<file path="src/sv/sqt_pkg.sv">
// ----------------------------------------------------------------------------
// sqt_pkg: shared types and helpers for the grid square walk
// Widths of the move fields, the square record passed from the walker to the
// output stage, and the step magnitude helper.
// ----------------------------------------------------------------------------
package sqt_pkg;

  localparam int START_W = 8;   // start square coordinate
  localparam int DELTA_W = 5;   // signed displacement
  localparam int MAG_W   = 4;   // displacement magnitude, 0..MAX_STEP
  localparam int COORD_W = 10;  // two's complement square coordinate
  localparam int ACC_W   = 11;  // signed walk accumulator
  localparam int BND_W   = 10;  // column bound

  localparam logic [MAG_W-1:0] MAX_STEP = 4'd15;

  // one touched square from the walker
  typedef struct packed {
    logic                      valid;
    logic signed [COORD_W-1:0] x;
    logic signed [COORD_W-1:0] y;
    logic                      last;
  } sq_t;

  // magnitude of a displacement, saturated to MAX_STEP
  function automatic logic [MAG_W-1:0] step_mag(input logic signed [DELTA_W-1:0] d);
    logic [DELTA_W-1:0] m;
    m = d[DELTA_W-1] ? DELTA_W'(-d) : DELTA_W'(d);
    if (m > DELTA_W'(MAX_STEP)) begin
      return MAX_STEP;
    end
    return m[MAG_W-1:0];
  endfunction

endpackage

</file>
<file path="src/sv/sqt_walk.sv">
// ----------------------------------------------------------------------------
// sqt_walk: column-by-column supercover walker
// Folds the move into the first quadrant and walks it one square per cycle.
// A single add-and-compare unit decides each step: climb the current column
// or move to the next one, dropping back one row on an exact corner hit.
// ----------------------------------------------------------------------------
module sqt_walk (
  input  logic                                clk,
  input  logic                                rst,
  input  logic                                start,
  input  logic [sqt_pkg::START_W-1:0]         start_x,
  input  logic [sqt_pkg::START_W-1:0]         start_y,
  input  logic signed [sqt_pkg::DELTA_W-1:0]  delta_x,
  input  logic signed [sqt_pkg::DELTA_W-1:0]  delta_y,
  output logic                                busy,
  output sqt_pkg::sq_t                        sq
);
  import sqt_pkg::*;

  localparam logic ST_IDLE = 1'b0;
  localparam logic ST_WALK = 1'b1;

  logic                      state;
  logic [START_W-1:0]        org_x;
  logic [START_W-1:0]        org_y;
  logic                      neg_x;
  logic                      neg_y;
  logic [MAG_W-1:0]          ax;
  logic [MAG_W-1:0]          ay;
  logic [MAG_W-1:0]          col;
  logic [MAG_W-1:0]          row;
  logic signed [ACC_W-1:0]   acc;    // ax * (2*row - 1)
  logic signed [ACC_W-1:0]   bnd;    // ay * (2*col + 1)

  logic                      accept;
  logic                      final_col;
  logic                      last_sq;
  logic signed [ACC_W-1:0]   two_ax;
  logic signed [ACC_W-1:0]   two_ay;
  logic signed [ACC_W-1:0]   acc_up;
  logic                      climb;
  logic                      corner;
  logic signed [COORD_W-1:0] off_x;
  logic signed [COORD_W-1:0] off_y;

  assign accept    = start && (state == ST_IDLE);
  assign busy      = (state == ST_WALK);
  assign final_col = (col == ax);
  assign last_sq   = final_col && (row == ay);
  assign two_ax    = ACC_W'({ax, 1'b0});
  assign two_ay    = ACC_W'({ay, 1'b0});

  // shared step unit: next row still inside this column's band?
  assign acc_up = acc + two_ax;
  assign climb  = (acc_up <= bnd);
  assign corner = (acc == bnd);

  // unfold the square back into the move's quadrant
  assign off_x = neg_x ? -COORD_W'(col) : COORD_W'(col);
  assign off_y = neg_y ? -COORD_W'(row) : COORD_W'(row);

  always_comb begin
    sq.valid = busy;
    sq.x     = COORD_W'(org_x) + off_x;
    sq.y     = COORD_W'(org_y) + off_y;
    sq.last  = last_sq;
  end

  // sequencer: load a request, then advance one square per cycle
  always_ff @(posedge clk) begin
    if (rst) begin
      state <= ST_IDLE;
    end else if (accept) begin
      state <= ST_WALK;
    end else if (busy && last_sq) begin
      state <= ST_IDLE;
    end
  end

  // walk datapath
  always_ff @(posedge clk) begin
    if (accept) begin
      org_x <= start_x;
      org_y <= start_y;
      neg_x <= delta_x[DELTA_W-1];
      neg_y <= delta_y[DELTA_W-1];
      ax    <= step_mag(delta_x);
      ay    <= step_mag(delta_y);
      col   <= '0;
      row   <= '0;
      acc   <= -ACC_W'(step_mag(delta_x));
      bnd   <= ACC_W'(step_mag(delta_y));
    end else if (busy) begin
      if (final_col) begin
        row <= row + 1'b1;
      end else if (climb) begin
        row <= row + 1'b1;
        acc <= acc_up;
      end else begin
        col <= col + 1'b1;
        bnd <= bnd + two_ay;
        if (corner) begin
          row <= row - 1'b1;
          acc <= acc - two_ax;
        end
      end
    end
  end

endmodule

</file>
<file path="src/sv/grid_squares_touched_by_segment.sv">
// ----------------------------------------------------------------------------
// grid_squares_touched_by_segment: supercover squares of one grid move
// Emits every square the center-to-center segment of a move touches, start
// square first, end square last and flagged.
//
//   channel   signals                                   direction
//   request   start, busy, start_x, start_y,            in (busy out)
//             delta_x, delta_y
//   result    strobe, square_x, square_y, last          out
//
// A request is taken when start is high and busy is low. The walker emits
// one square per cycle, each step decided by the single step unit in
// sqt_walk, and takes no new request until the move's last square. Results
// appear in the cycle after the walker produces them, through an output
// register, and busy drops as the last square enters it. There is no stall
// from the result side. Reset clears the sequencer and the strobe.
// ----------------------------------------------------------------------------
module grid_squares_touched_by_segment (
  input  logic                                clk,
  input  logic                                rst,
  input  logic                                start,
  output logic                                busy,
  input  logic [sqt_pkg::START_W-1:0]         start_x,
  input  logic [sqt_pkg::START_W-1:0]         start_y,
  input  logic signed [sqt_pkg::DELTA_W-1:0]  delta_x,
  input  logic signed [sqt_pkg::DELTA_W-1:0]  delta_y,
  output logic                                strobe,
  output logic signed [sqt_pkg::COORD_W-1:0]  square_x,
  output logic signed [sqt_pkg::COORD_W-1:0]  square_y,
  output logic                                last
);
  import sqt_pkg::*;

  sq_t walk_sq;

  sqt_walk u_walk (
    .clk     (clk),
    .rst     (rst),
    .start   (start),
    .start_x (start_x),
    .start_y (start_y),
    .delta_x (delta_x),
    .delta_y (delta_y),
    .busy    (busy),
    .sq      (walk_sq)
  );

  // output register: strobe for one cycle per square
  always_ff @(posedge clk) begin
    if (rst) begin
      strobe <= 1'b0;
    end else begin
      strobe <= walk_sq.valid;
    end
  end

  always_ff @(posedge clk) begin
    square_x <= walk_sq.x;
    square_y <= walk_sq.y;
    last     <= walk_sq.last;
  end

endmodule

</file>
<file path="config.mk">
export PLATFORM = sky130hd
export DESIGN_NAME = grid_squares_touched_by_segment
export DESIGN_NICKNAME = d
export VERILOG_FILES = /design/src/sv/sqt_pkg.sv /design/src/sv/sqt_walk.sv /design/src/sv/grid_squares_touched_by_segment.sv
export SDC_FILE = /design/constraint.sdc
export NUM_CORES = 1
export LEC_CHECK = 0
export ABC_AREA = 1
export BUFFER_PORTS_ARGS = -buffer_cell sky130_fd_sc_hd__buf_4
export CAP_MARGIN = 20
export CELL_PAD_IN_SITES_DETAIL_PLACEMENT = 0
export CELL_PAD_IN_SITES_GLOBAL_PLACEMENT = 2
export CORE_MARGIN = 4
export CORE_UTILIZATION = 36
export DETAILED_ROUTE_END_ITERATION = 8
export PLACE_DENSITY_LB_ADDON = 0.15
export SETUP_SLACK_MARGIN = 0.05
export SKIP_CTS_REPAIR_TIMING = 1
export SYNTH_ARGS = -nofsm -noshare
export SYNTH_HDL_FRONTEND = slang
export SYNTH_SLANG_ARGS = --single-unit
</file>
<file path="constraint.sdc">
create_clock -name clk -period 5.44 [get_ports clk]
set_input_delay 0.272 -clock clk [delete_from_list [all_inputs] [get_ports clk]]
set_output_delay 0.272 -clock clk [all_outputs]
set_load 0.01 [all_outputs]
</file>
==> results.sh <==
export IMPL_worst_path_max_delay_cell="edfxtp_1"
export IMPL_leakagePower_nw=2.90
export IMPL_clock_sinks=79
export IMPL_cts_tree="yes"
export IMPL_cts_root_buf="clkbuf_16"
export IMPL_yosys_warnings=0
export IMPL_track_usage_pct=15.4
export IMPL_tightest_slew_ps=541
export IMPL_yosysTopAreaCell="edfxtp_1"
export IMPL_drc=0
export IMPL_h_tree_depth=3
export IMPL_ys_ff_latch=79
export IMPL_setup_tns_ps=0
export IMPL_vias=4100
export IMPL_drive_above_1_share_pct=12.8
export IMPL_area_growth_pct=17.2
export IMPL_dieArea_mm2=0.0161
export IMPL_ir_drop_v=0.000207
export IMPL_grt_pass1_vias=3973
export IMPL_cts_reportedPaths_clkPinSlew_ps=60
export IMPL_num_rows=43
export IMPL_cp_max_fo=14
export IMPL_routed_wl_um=12000
export IMPL_place_ws_ps=1130
export IMPL_dr_pass1_iters=4
export IMPL_drt_iter0_drc=125
export IMPL_synth_top_area_share_pct=24.1
export IMPL_clock_path_buffers=2
export IMPL_cp_top_family="simple AND/OR/NAND/NOR gates"
export IMPL_synth_area_mm2=0.00510
export IMPL_nFillCells=1429
export IMPL_synth_area_leaders="edfxtp_1, dfxtp_1, ha_1"
export IMPL_synth_distinct_cells=43
export IMPL_required_ps=5530
export IMPL_initial_core_util_pct=36.7
export IMPL_dpl_hpwl_um=9340
export IMPL_numCtsBuffers=9
export IMPL_min_period_ps=3900
export IMPL_slew_violations=0
export IMPL_clock_skew_final_ps=7.49
export IMPL_finalSetupViolCount=0
export IMPL_crit_chain="ha_1, inv_1, fa_1, nor2_1, o21ai_0, nand2_1, nand2_1, nor2_1, nand3_1, xor2_1, inv_1, ha_1, nand2_1, nor2_2, and2_4, nand2_2, nand3_1, nand2_1, inv_1, nor2_4, a31oi_1, clkbuf_4"
export IMPL_ys_flop_type="edfxtp_1"
export IMPL_holdWs_ps=102
export IMPL_grt_pass1_wl_um=19700
export IMPL_cp_start_kind="register"
export IMPL_netlist_instances=625
export IMPL_worstPathArrival_ps=3990
export IMPL_die_x_um=127
export IMPL_critical_path_class="reg2reg"
export IMPL_fmax_mhz=256
export IMPL_cpMostUsedCell="nand2_1"
export IMPL_max_stage_delay_ps=390
export IMPL_syn_area_per_cell_um2=8.16
export IMPL_end_kind="register"
export IMPL_drv_cap=0
export IMPL_rsz0062_at_grt="false"
export IMPL_grt_antenna_before_repair=0
export IMPL_ys_async_sr_fraction_pct=0
export IMPL_gp_congestion=0.891
export IMPL_ioPinCount=52
export IMPL_wl_per_cell_um=13.8
export IMPL_relSlewSlack_pct=63.5
export IMPL_postLayoutCoreUtil_pct=43.1
export IMPL_worst_path_buf_inv=4
export IMPL_final_antenna_net_count=0
export IMPL_hp_class="in2reg"
export IMPL_synth_edf_count=41
export IMPL_outcome="complete, no violations"
export IMPL_seq_area_frac_synth_pct=39.0
export IMPL_fin_nets=766
export IMPL_die_h_um=127
export IMPL_avgViaCountPerCell=4.72
export IMPL_p_per_area_mw_per_mm2=549
export IMPL_period_share_pct=71.7
export IMPL_worstSkewPairLatency_ps=340
export IMPL_grt_ovfl_total=0
export IMPL_grt_max_degree=35
export IMPL_mappedNetlistNets=708
export IMPL_antenna_cells=0
export IMPL_core_area_mm2=0.0139
export IMPL_portBuffers=51
export IMPL_hold_viol=0
export IMPL_setup_ws_ps=1540
metal layers:
layer | vias up | global-route usage (%) | routed length [um]
li1 | 2169 | - | -
met1 | 1845 | 19.5 | 5540
met2 | 71 | 26.0 | 5700
met3 | 15 | 3.80 | 538
met4 | 0 | 4.79 | 176
met5 | - | 0 | 0
cells by family after synthesis:
kind of cell             after synthesis  share of synthesized area [%]
AO/OA/AOI/OAI                        101                           11.2
AND/OR/NAND/NOR                      251                           21.3
flip-flops                            79                           39.0
adder cells (fa/ha/maj)               54                           14.0
buffers and inverters                103                           8.12
multiplexers                           1                          0.196
XOR/XNOR                              36                           6.18
report_power, final:
part / switching, mW / internal, mW / total [mW] / leakage [nW]
Clock: 0.246 / 0.368 / 0.614 / 0.150
Sequential: 0.142 / 0.840 / 0.982 / 0.707
Combinational: 1.04 / 0.653 / 1.69 / 2.04
placed cells by master (no fill, tap or decap), types with 2 or more instances in the layout:
cell type and instances:
a21o_1 2, dfxtp_1 38, nor2_1 55, a21oi_1 29, nand2_2 3, nand2_1 137, inv_1 94, nand3_1 32
nor3_1 9, nand4_1 3, nor4_1 3, o21ai_1 6, clkbuf_16 9, ha_1 49, xor2_1 33, a31oi_1 2
fa_1 5, o22ai_1 4, xnor2_1 3, edfxtp_1 41, o31ai_1 2, o2111ai_1 2, o21ai_0 42, clkinv_2 2
a21oi_2 8, buf_4 54
metrics by stage:
stage	instances	total power, mW	cell area, um2
final	868	3.29	5980
after floorplan	625	2.21	5100
after CTS	867	3.33	5970
after global routing	868	3.59	5980
after global placement	851	2.70	5670
after detailed placement	851	2.70	5670
worst reg2reg max path: stages (launching register included):
cell      delay, ps
edfxtp_1        390
ha_1            250
inv_1            70
fa_1            390
nor2_1          110
o21ai_0         110
nand2_1          80
nand2_1          60
nor2_1          150
nand3_1         100
xor2_1          180
inv_1            60
ha_1            260
nand2_1          90
nor2_2           50
and2_4          160
nand2_2          70
nand3_1          70
nand2_1         140
inv_1            90
nor2_4          340
a31oi_1         180
clkbuf_4        230
state kept, by name (all words and copies together) (netlist names):
register      cells
u_walk.row        4
u_walk.ay         4
u_walk.neg_y      1
u_walk.ax         4
u_walk.neg_x      1
u_walk.bnd       11
u_walk.org_x      8
square_y         10
square_x         10
u_walk.busy       1
u_walk.col        4
last              1
strobe            1
u_walk.acc       11
u_walk.org_y      8
Yosys cell counts (all sizes together), types with 2 or more instances:
cell and instances:
a21o 2, a21oi 37, a31oi 2, and2 2
buf 4, clkbuf 4, dfxtp 38, edfxtp 41
fa 5, ha 49, inv 94, nand2 140
nand3 33, nand4 5, nor2 58, nor3 9
nor4 3, o2111ai 2, o21ai 48, o22ai 4
o31ai 2, xnor2 3, xor2 33
area by class of cell:
class                   count  area [um2]  share of cell area (%)
multi-input cells         443        2700                    45.1
inverters                  95         357                    5.96
well taps                 180         225                    3.77
flip-flops and latches     79        1990                    33.3
clock buffers              11         243                    4.06
repair buffers             55         413                    6.91
clock inverters             5        55.1                   0.921
path summary, 6_finish.rpt:
| path | start | end | slack, ps | cells past startpoint |
|---|---|---|---|---|
| setup / recovery | u_walk.ax[0] | u_walk.acc[2] | 1540 | 22 |
| hold / removal | start_y[4] | u_walk.org_y[4] | 100 | 1 |
| setup reg to reg | u_walk.ax[0] | u_walk.acc[2] | 1540 | 22 |
| hold reg to reg | u_walk.org_y[0] | square_y[0] | 470 | 1 |
Note: power is estimated with default switching activity, not from simulation.
